**src/design/jet_pkg.sv**
```systemverilog
`timescale 1ns / 1ps

package jet_pkg;

    // parameter defaults
    localparam int COORD_BITS_DEF = 12;
    localparam int FRAC_BITS_DEF  = 28;

    // field widths fixed by the interface
    localparam int PIX_W   = 12;
    localparam int COUNT_W = 16;
    localparam int ADDR_W  = 5;

    // register map, index = paddr[4:2]
    typedef enum logic [2:0] {
        REG_ORIGIN_X = 3'd0,
        REG_ORIGIN_Y = 3'd1,
        REG_STEP_X   = 3'd2,
        REG_STEP_Y   = 3'd3,
        REG_C_REAL   = 3'd4,
        REG_C_IMAG   = 3'd5,
        REG_MAX_ITER = 3'd6
    } reg_idx_t;

    // register reset values
    localparam logic signed [31:0] ORIGIN_X_RST = -32'sd402653184;
    localparam logic signed [31:0] ORIGIN_Y_RST = 32'sd402653184;
    localparam logic [30:0]        STEP_X_RST   = 31'd786432;
    localparam logic [30:0]        STEP_Y_RST   = 31'd786432;
    localparam logic signed [31:0] C_REAL_RST   = -32'sd214748365;
    localparam logic signed [31:0] C_IMAG_RST   = 32'sd41875931;
    localparam logic [15:0]        MAX_ITER_RST = 16'd256;

    typedef struct packed {
        logic [PIX_W-1:0] pixel_col;
        logic [PIX_W-1:0] pixel_row;
    } pix_in_t;

    typedef struct packed {
        logic [COUNT_W-1:0] iteration_count;
        logic               inside_set;
    } pix_out_t;

    // clamp a 64-bit value to the signed 32-bit range
    function automatic logic signed [31:0] sat32(input logic signed [63:0] v);
        logic signed [31:0] r;
        if (v > 64'sd2147483647) begin
            r = 32'sh7fffffff;
        end else if (v < -64'sd2147483648) begin
            r = 32'sh80000000;
        end else begin
            r = v[31:0];
        end
        return r;
    endfunction

endpackage

```
**src/design/julia_escape_time_top.sv**
```systemverilog
`timescale 1ns / 1ps

// julia set escape-time evaluator, one pixel at a time
// input channel (s_valid/s_ready/s_data): one transfer carries a pixel column
// and row; the low COORD_BITS bits of each are used
// result channel (m_valid/m_ready/m_data): one transfer per pixel with the
// iteration count and the in-set flag
// config: apb-style write/read port, register i at byte address 4*i, pready
// tied high; write registers only while no pixel is in flight
// datapath: one signed 33x33 multiplier with a registered product is shared
// by every multiply; the start point is formed in S_MX, S_MY and S_INIT, each
// z = z^2 + c iteration steps through S_I1 to S_I5 (zr^2, zi^2, zr*zi, nr^2,
// ni^2 through the one multiplier), and the result is handed off in S_DONE
// s_ready is high only while the sequencer is idle
// the result sits in an output register; a new pixel is taken while it waits,
// and a finished pixel holds in the done state until that register frees up
// reset (aresetn low, synchronous) returns the config registers to their
// defaults, empties the output register and idles the sequencer
module julia_escape_time_top #(
    parameter int COORD_BITS = jet_pkg::COORD_BITS_DEF,
    parameter int FRAC_BITS  = jet_pkg::FRAC_BITS_DEF
) (
    input  logic                      aclk,
    input  logic                      aresetn,
    // pixel input
    input  logic                      s_valid,
    output logic                      s_ready,
    input  jet_pkg::pix_in_t          s_data,
    // result output
    output logic                      m_valid,
    input  logic                      m_ready,
    output jet_pkg::pix_out_t         m_data,
    // config port
    input  logic                      psel,
    input  logic                      penable,
    input  logic                      pwrite,
    input  logic [jet_pkg::ADDR_W-1:0] paddr,
    input  logic [31:0]               pwdata,
    output logic [31:0]               prdata,
    output logic                      pready
);
    import jet_pkg::*;

    // mask keeps only the low COORD_BITS bits of a coordinate
    localparam logic [PIX_W-1:0] COORD_MASK = PIX_W'((64'd1 << COORD_BITS) - 64'd1);
    // escape threshold 4.0
    localparam logic signed [63:0] ESC_LIMIT = 64'sd4 <<< FRAC_BITS;

    // sequencer states
    typedef enum logic [9:0] {
        S_IDLE = 10'b00_0000_0001,
        S_MX   = 10'b00_0000_0010,
        S_MY   = 10'b00_0000_0100,
        S_INIT = 10'b00_0000_1000,
        S_I1   = 10'b00_0001_0000,
        S_I2   = 10'b00_0010_0000,
        S_I3   = 10'b00_0100_0000,
        S_I4   = 10'b00_1000_0000,
        S_I5   = 10'b01_0000_0000,
        S_DONE = 10'b10_0000_0000
    } state_t;

    state_t state_reg, state_next;

    // config registers
    logic signed [31:0] origin_x_reg, origin_y_reg, c_real_reg, c_imag_reg;
    logic [30:0]        step_x_reg, step_y_reg;
    logic [15:0]        max_iter_reg;
    logic [2:0]         reg_idx;
    logic               cfg_wr;

    // datapath
    pix_in_t            pix_reg;
    logic signed [31:0] zr_reg, zi_reg;
    logic signed [63:0] acc_reg;
    logic signed [63:0] prod_reg;
    logic signed [32:0] mul_a, mul_b;
    logic signed [65:0] mul_full;
    logic [COUNT_W-1:0] count_reg;
    logic [COUNT_W-1:0] count_inc;

    logic signed [63:0] prod_sh;     // product rescaled by FRAC_BITS
    logic signed [63:0] prod_sh2;    // doubled cross term
    logic signed [63:0] norm;
    logic               out_free;

    // output register
    logic               m_valid_reg;
    pix_out_t           m_data_reg;

    // ---------------- config port ----------------
    assign pready  = 1'b1;
    assign reg_idx = paddr[4:2];
    assign cfg_wr  = psel & penable & pwrite;

    always_ff @(posedge aclk) begin
        if (!aresetn) begin
            origin_x_reg <= ORIGIN_X_RST;
            origin_y_reg <= ORIGIN_Y_RST;
            step_x_reg   <= STEP_X_RST;
            step_y_reg   <= STEP_Y_RST;
            c_real_reg   <= C_REAL_RST;
            c_imag_reg   <= C_IMAG_RST;
            max_iter_reg <= MAX_ITER_RST;
        end else if (cfg_wr) begin
            unique case (reg_idx)
                REG_ORIGIN_X: origin_x_reg <= pwdata;
                REG_ORIGIN_Y: origin_y_reg <= pwdata;
                REG_STEP_X:   step_x_reg   <= pwdata[30:0];
                REG_STEP_Y:   step_y_reg   <= pwdata[30:0];
                REG_C_REAL:   c_real_reg   <= pwdata;
                REG_C_IMAG:   c_imag_reg   <= pwdata;
                REG_MAX_ITER: max_iter_reg <= pwdata[15:0];
                default: ;   // unmapped address, write dropped
            endcase
        end
    end

    // register readback
    always_comb begin
        unique case (reg_idx)
            REG_ORIGIN_X: prdata = origin_x_reg;
            REG_ORIGIN_Y: prdata = origin_y_reg;
            REG_STEP_X:   prdata = {1'b0, step_x_reg};
            REG_STEP_Y:   prdata = {1'b0, step_y_reg};
            REG_C_REAL:   prdata = c_real_reg;
            REG_C_IMAG:   prdata = c_imag_reg;
            REG_MAX_ITER: prdata = {16'd0, max_iter_reg};
            default:      prdata = 32'd0;
        endcase
    end

    // ---------------- shared multiplier ----------------
    // operand select per step; the product is registered and used next cycle
    always_comb begin
        mul_a = '0;
        mul_b = '0;
        unique case (state_reg)
            S_MX: begin
                // col * step_x, both unsigned
                mul_a = $signed({21'd0, pix_reg.pixel_col & COORD_MASK});
                mul_b = $signed({2'd0, step_x_reg});
            end
            S_MY: begin
                mul_a = $signed({21'd0, pix_reg.pixel_row & COORD_MASK});
                mul_b = $signed({2'd0, step_y_reg});
            end
            S_INIT, S_I3, S_I5: begin
                // zr^2 (S_I3: zr already holds the new real part)
                mul_a = 33'(zr_reg);
                mul_b = 33'(zr_reg);
            end
            S_I1, S_I4: begin
                mul_a = 33'(zi_reg);
                mul_b = 33'(zi_reg);
            end
            S_I2: begin
                mul_a = 33'(zr_reg);
                mul_b = 33'(zi_reg);
            end
            default: ;
        endcase
    end

    assign mul_full = mul_a * mul_b;

    always_ff @(posedge aclk) begin
        prod_reg <= mul_full[63:0];
    end

    assign prod_sh  = prod_reg >>> FRAC_BITS;
    assign prod_sh2 = prod_reg >>> (FRAC_BITS - 1);
    assign norm     = acc_reg + prod_sh;
    assign count_inc = count_reg + 1'b1;
    assign out_free = ~m_valid_reg | m_ready;

    // ---------------- sequencer ----------------
    always_comb begin
        state_next = state_reg;
        unique case (state_reg)
            S_IDLE: if (s_valid) state_next = S_MX;
            S_MX:   state_next = S_MY;
            S_MY:   state_next = S_INIT;
            S_INIT: begin
                // a limit of 0 or 1 runs no iteration
                if (max_iter_reg <= 16'd1) begin
                    state_next = S_DONE;
                end else begin
                    state_next = S_I1;
                end
            end
            S_I1:   state_next = S_I2;
            S_I2:   state_next = S_I3;
            S_I3:   state_next = S_I4;
            S_I4:   state_next = S_I5;
            S_I5: begin
                // escape freezes the count; otherwise stop once the limit is hit
                if (norm > ESC_LIMIT || count_inc >= max_iter_reg) begin
                    state_next = S_DONE;
                end else begin
                    state_next = S_I1;
                end
            end
            S_DONE: if (out_free) state_next = S_IDLE;
            default: state_next = S_IDLE;
        endcase
    end

    always_ff @(posedge aclk) begin
        if (!aresetn) begin
            state_reg <= S_IDLE;
        end else begin
            state_reg <= state_next;
        end
    end

    // ---------------- datapath registers ----------------
    always_ff @(posedge aclk) begin
        unique case (state_reg)
            S_IDLE: if (s_valid) pix_reg <= s_data;
            S_MY:   zr_reg <= sat32(64'(origin_x_reg) + prod_reg);
            S_INIT: begin
                zi_reg    <= sat32(64'(origin_y_reg) - prod_reg);
                count_reg <= COUNT_W'(1);
            end
            S_I1:   acc_reg <= prod_sh;                    // zr^2
            S_I2:   zr_reg  <= sat32(acc_reg - prod_sh + 64'(c_real_reg));
            S_I3:   zi_reg  <= sat32(prod_sh2 + 64'(c_imag_reg));
            S_I4:   acc_reg <= prod_sh;                    // new zr^2
            S_I5:   if (!(norm > ESC_LIMIT)) count_reg <= count_inc;
            default: ;
        endcase
    end

    // ---------------- output register ----------------
    always_ff @(posedge aclk) begin
        if (!aresetn) begin
            m_valid_reg <= 1'b0;
        end else if (state_reg == S_DONE && out_free) begin
            m_valid_reg <= 1'b1;
        end else if (m_ready) begin
            m_valid_reg <= 1'b0;
        end
    end

    always_ff @(posedge aclk) begin
        if (state_reg == S_DONE && out_free) begin
            m_data_reg.iteration_count <= count_reg;
            m_data_reg.inside_set      <= (count_reg >= max_iter_reg);
        end
    end

    assign s_ready = (state_reg == S_IDLE);
    assign m_valid = m_valid_reg;
    assign m_data  = m_data_reg;

endmodule
```
**config.mk**
```make
export PLATFORM = sky130hd
export DESIGN_NAME = julia_escape_time_top
export DESIGN_NICKNAME = d
export VERILOG_FILES = /design/src/design/jet_pkg.sv /design/src/design/julia_escape_time_top.sv
export SDC_FILE = /design/constraint.sdc
export NUM_CORES = 2
export LEC_CHECK = 0
export ABC_AREA = 1
export BUFFER_PORTS_ARGS = -buffer_cell sky130_fd_sc_hd__buf_2
export CORE_ASPECT_RATIO = 0.75
export CORE_MARGIN = 2
export CORE_UTILIZATION = 40
export DETAILED_ROUTE_END_ITERATION = 7
export GPL_TIMING_DRIVEN = 1
export PLACE_DENSITY = 0.6
export SYNTH_ARGS = -nofsm -noshare
export SYNTH_HDL_FRONTEND = slang
export SYNTH_SLANG_ARGS = --single-unit
export TNS_END_PERCENT = 1
```
**constraint.sdc**
```tcl
create_clock -name aclk -period 10.3 [get_ports aclk]
set_input_delay 0.515 -clock aclk [delete_from_list [all_inputs] [get_ports aclk]]
set_output_delay 0.515 -clock aclk [all_outputs]
set_load 0.02 [all_outputs]
```
; ---- Word-level counts from Yosys, hierarchy flattened
; Cells that the tools add are included.
[word_totals]
regBits = 438
input_bits = 68
out_inout_bits = 52
wordCells = 104
[classes]
add_sub_neg = 7
multipliers = 1
n_lt_le_gt_ge = 12
n_eq_ne = 19
n_mux = 22
bitwise = 4
n_reduce_logical = 21
[ops]
columns = cell, count
row1 = 33-bit one-hot mux with 4 select lines, 2
row2 = 32-bit two-way mux, 8
row3 = 32-bit one-hot mux with 7 select lines, 1
row4 = "64-bit by 32-bit > comparator with 1-bit output, second input constant", 2
row5 = "64-bit by 32-bit < comparator with 1-bit output, second input constant", 2
row6 = 32-bit one-hot mux with 2 select lines, 2
row7 = 10-bit one-hot mux with 10 select lines, 1
row8 = 37-bit by 32-bit adder with 38-bit output, 2
row9 = "38-bit by 32-bit > comparator with 1-bit output, second input constant", 2
row10 = "38-bit by 32-bit < comparator with 1-bit output, second input constant", 2
row11 = 32-bit by 64-bit adder with 64-bit output, 1
row12 = 33-bit by 33-bit multiplier with 64-bit output, 1
row13 = 32-bit by 64-bit subtractor with 64-bit output, 1
row14 = 10-bit two-way mux, 4
row15 = 36-bit by 36-bit adder with 37-bit output, 1
row16 = "37-bit by 32-bit > comparator with 1-bit output, second input constant", 1
row17 = 36-bit by 36-bit subtractor with 37-bit output, 1
row18 = 16-bit greater-or-equal comparator, 2
row19 = 16-bit one-hot mux with 2 select lines, 1
row20 = 2-bit AND reduction, 10
row21 = "16-bit by 1-bit adder with 16-bit output, second input constant", 1
row22 = "16-bit by 1-bit <= comparator with 1-bit output, second input constant", 1
row23 = 16-bit two-way mux, 1
row24 = "10-bit by 1-bit equality test with 1-bit output, second input constant", 1
row25 = 24 further kinds, 35

; ---- Longest topological paths before layout
[depth]
depth_word = 6
ltp_mapped = 49
depth_no_buf = 46

; ---- Worst setup path before layout
; No wires, ideal clock.
[synth_path]
path_type = register to register
from = register state_reg[9]
to = register prod_reg[53]
arrival_time_ps = 8784
path_slack_ps = 1404
path_stages_with_launch = 40
n_path_buf = 2
cell_sequence = dfxtp_1 > nor2_4 > inv_1 > nor3_1 > inv_1 > nand2_2 > clkbuf_1 > a22oi_1 > inv_2 > clkbuf_1 > nand2_1 > fa_1 > fa_1 > inv_1 > fa_1 > inv_1 > fa_1 > inv_1 > [... 4 more ...] > fa_1 > inv_1 > ha_1 > nand2_1 > nor2_1 > nand2_1 > inv_1 > nand4_1 > nand3_1 > a31oi_1 > o21ai_0 > nand2_1 > nand2_1 > nand2_1 > nand2_1 > nand3_1 > nand3_1 > nand2_1
[synth_via]
elab_chain_cells = 4
elab_cells_between_ends = 15
classes_between = 1 x mul / 8 x eq/ne / 2 x mux / 4 x reduce/logical
[synth_lines]
columns = element, line
row1 = "start, declared", julia_escape_time_top.sv:63  ; state_t state_reg, state_next;
row2 = "start signal, assigned", julia_escape_time_top.sv:213  ; state_reg <= state_next;
row3 = "10-bit by 9-bit equality test with 1-bit output, or another cell as far along", julia_escape_time_top.sv:138  ; unique case (state_reg)
row4 = "4-bit OR reduction (no line), or another cell as far along", n/a
row5 = 33-bit one-hot mux with 4 select lines, julia_escape_time_top.sv:138
row6 = 33-bit by 33-bit multiplier with 64-bit output *, julia_escape_time_top.sv:165  ; assign mul_full = mul_a * mul_b;
row7 = named net mul_full[53], julia_escape_time_top.sv:78  ; logic signed [65:0] mul_full;
row8 = "end signal, assigned", julia_escape_time_top.sv:168  ; prod_reg <= mul_full[63:0];
row9 = "end, declared", julia_escape_time_top.sv:76  ; logic signed [63:0] prod_reg;
; The timed path passes the listed nets; every way through them passes the cells marked *.
; A chain may end at the register's enable or synchronous reset.

; ---- Worst setup path after layout
[layout_path]
from = register state_reg[4]
to = register prod_reg[61]
; The elaborated chain is that of the path after synthesis.

==> metrics.txt <==
register bit count reported by yosys=around 440; Placement Setup Slack=between 0.5 and 0.6 ns; top_reg_cell synth=dfxtp_1; largest area contributor in the netlist=fa_1; reg2reg setup slack=between 0.5 and 0.6 ns; routed len/inst=about 23 µm; Post-Route WL=331,000 µm; Core ar.=~0.2 mm²; clk_skew=approximately 0.029 ns; DP HPWL=around 280,000 µm; Core Util, Final=between 40% and 50%; fin crit share=95.1%; Cell Pwr Density=54.7 mW/mm²; hold depth=1; drt initial violations=roughly 9,000; Overall Global Routing Usage=about a third; max reg flops=64; Initial Util=about two fifths; ANT nets after route=0; Setup crit start kind=flip-flop; Worst slew margin=between 5 and 6%; GP Congestion=1.04; Worst Path Arrival=about 10 ns; maxcap violations=0; number of global-route vias before repair=71,300; Worst Setup End Kind=flip-flop; Filler Cell Count=just over 20,000; Period minus WS final=slightly below 10 ns; cts bufs inserted=47; RR Startpoint=state_reg[4]; Syn Inst Count=between 10,000 and 15,000; multi-input logic area=0.0565 mm²; status=completed; overall die area=0.200 mm²; Avg Inst Size Synth=6.90 µm²; Clock Path Buffers=3; # IOs=120; Async SR Flop Fraction=0%; Slew Viols, Final=0; crit-path max FO=21; worst path required time=between 10 and 15 ns; Layout area overhead=7.94%; Final Hold Viols=0; Std-Cell Rows=140; largest net degree at the start of global routing=100; HP Start=s_data[19]; Tot Pwr=4630 µW; Clock transition at path regs=~0.07 ns; initial antenna violation count=24; critical path's largest stage delay=around 0.59 ns; DRC Markers=0; VDD IR max=around 0.12 mV; H-tree depth=2; drt first pass iters=7; commonest non-fill, non-tap cell in the layout=nand2_1; FF-to-FF path depth=40; part of the Yosys area used for sequential elements=a little over an eighth; Synth Warn #=0; Worst Max-Slew Pin Slew=1.41 ns; Final #Nets=13,100; grt total ovfl=0; R2R Path End=prod_reg[61]; global-route wire length before repair=slightly below 500,000 µm; Setup-failing EPs final=0; most frequent cells in the layout=nand2_1, inv_1, fa_1; Root Buffer=clkbuf_16; IO buf count=between 100 and 150; Die Width=just over 500 µm; Die Y=slightly below 400 µm; Sequential Area=0.0103 mm²; setup TNS=0 ns; static leakage=about 0.048 µW; post-layout worst setup margin=between 0.5 and 0.6 ns; worst-skew pair later-pin latency=0.64 ns; Post-synth EDFFs=around 160; Worst Hold Class=in2reg; post-synth top area share=between 20 and 30%; Synth cell types=57; Crit-path slowest cell=a22oi_1; WHS Endpoint=pix_reg[19]; Mapped Area=slightly below 0.08 mm²; Post-CTS Hold Buffers=0; layout cell share with drive strength beyond 1=under 10%; Post-Syn Nets=between 10,000 and 15,000; vias=around 74,000; ranking of synthesized cells by area=fa_1, nand2_1, inv_1; Worst Path Class, Setup=reg2reg; CTS tree=done; RSZ-0062 raised after global routing=false; vias per cell=between 5 and 6; Achievable Freq=0.102 GHz; total clock sinks=around 440
## power breakdown
group          switching (µW)  total, µW  internal [µW]
Combinational             729        949            221
Clock                     816       1850           1030
Sequential               13.8       1830           1820
## layer usage
metal	GRT usage, %	vias to the layer above	wire length [µm]	share of wire, %
met4	8.60	6	10400	3.1
met2	44.9	3450	128000	39
met5	0	-	39	0.012
met1	50.2	36100	153000	46
met3	9.46	359	39500	12
li1	-	34100	-	-
## critical path: cells and delay by family, from the launching register on
kind | cells | cell delay, ns
adder cells (fa/ha/maj) | 9 | 4.55
AO/OA/AOI/OAI | 6 | 1.76
AND/OR/NAND/NOR | 13 | 1.42
buffers and inverters | 11 | 1.38
flip-flops | 1 | 0.37
XOR/XNOR | 1 | 0.14
## final cells by class
| class | count | area share (%) |
|---|---|---|
| Timing Repair Buffer | 344 | 3.01 |
| Multi-Input combinational cell | 7866 | 66.7 |
| Inverter | 2753 | 12.2 |
| Clock buffer | 63 | 1.59 |
| Sequential cell | 438 | 12.2 |
| Tap cell | 2627 | 3.88 |
| Antenna cell | 10 | 0.0295 |
| Clock inverter | 24 | 0.315 |
## worst max-delay path by stage
stage	slack [ns]	endpoint	startpoint	cells past startpoint
after floorplan	1.40	prod_reg[53]	state_reg[9]	39
after global placement	0.62	prod_reg[62]	state_reg[2]	41
after detailed placement	0.59	prod_reg[60]	state_reg[0]	30
after CTS	0.50	prod_reg[60]	state_reg[0]	30
after global routing	0.03	prod_reg[58]	state_reg[5]	37
final	0.50	prod_reg[61]	state_reg[4]	40
## stage by stage
step           std cells  hold slack, ns  area [µm²]
3_5_place_dp       14000           0.466       83000
3_3_place_gp       14000           0.454       83000
4_1_cts            14100          0.0352       84600
2_1_floorplan      11400           0.444       78500
6_report           14100          0.0608       84700
5_1_grt            14100          0.0477       84700
## cell families (layout without fill, tap and decap cells)
group	Yosys count	count (layout)	synth area share [%]
AO/OA/AOI/OAI	1085	1085	7.73
XOR/XNOR	194	194	2.18
adder cells (fa/ha/maj)	1627	1627	36.9
buffers and inverters	3064	3184	14.9
flip-flops	438	438	13.2
other	1	11	0.00478
AND/OR/NAND/NOR	4959	4959	25.1
## synth_stat cells (26+ instances only)
master       n
a21oi_1    492
a221oi_1    27
a31oi_1     34
buf_2       76
clkbuf_1   214
dfxtp_1    281
edfxtp_1   157
fa_1      1145
ha_1       482
inv_1     2724
nand2_1   3398
nand3_1    294
nand3b_1    29
nand4_1    108
nor2_1     979
nor3_1      61
o21ai_0    318
o21bai_1    26
o22ai_1     69
xnor2_1     74
xor2_1     119
## timing repair
action | CTS | global route
endpoints found under the hold margin | 0 | 0
gates resized for setup | 0 | 11
setup endpoints to repair | 0 | 3
setup buffers | 0 | 1
No activity file was read; power rests on OpenSTA's default activity.
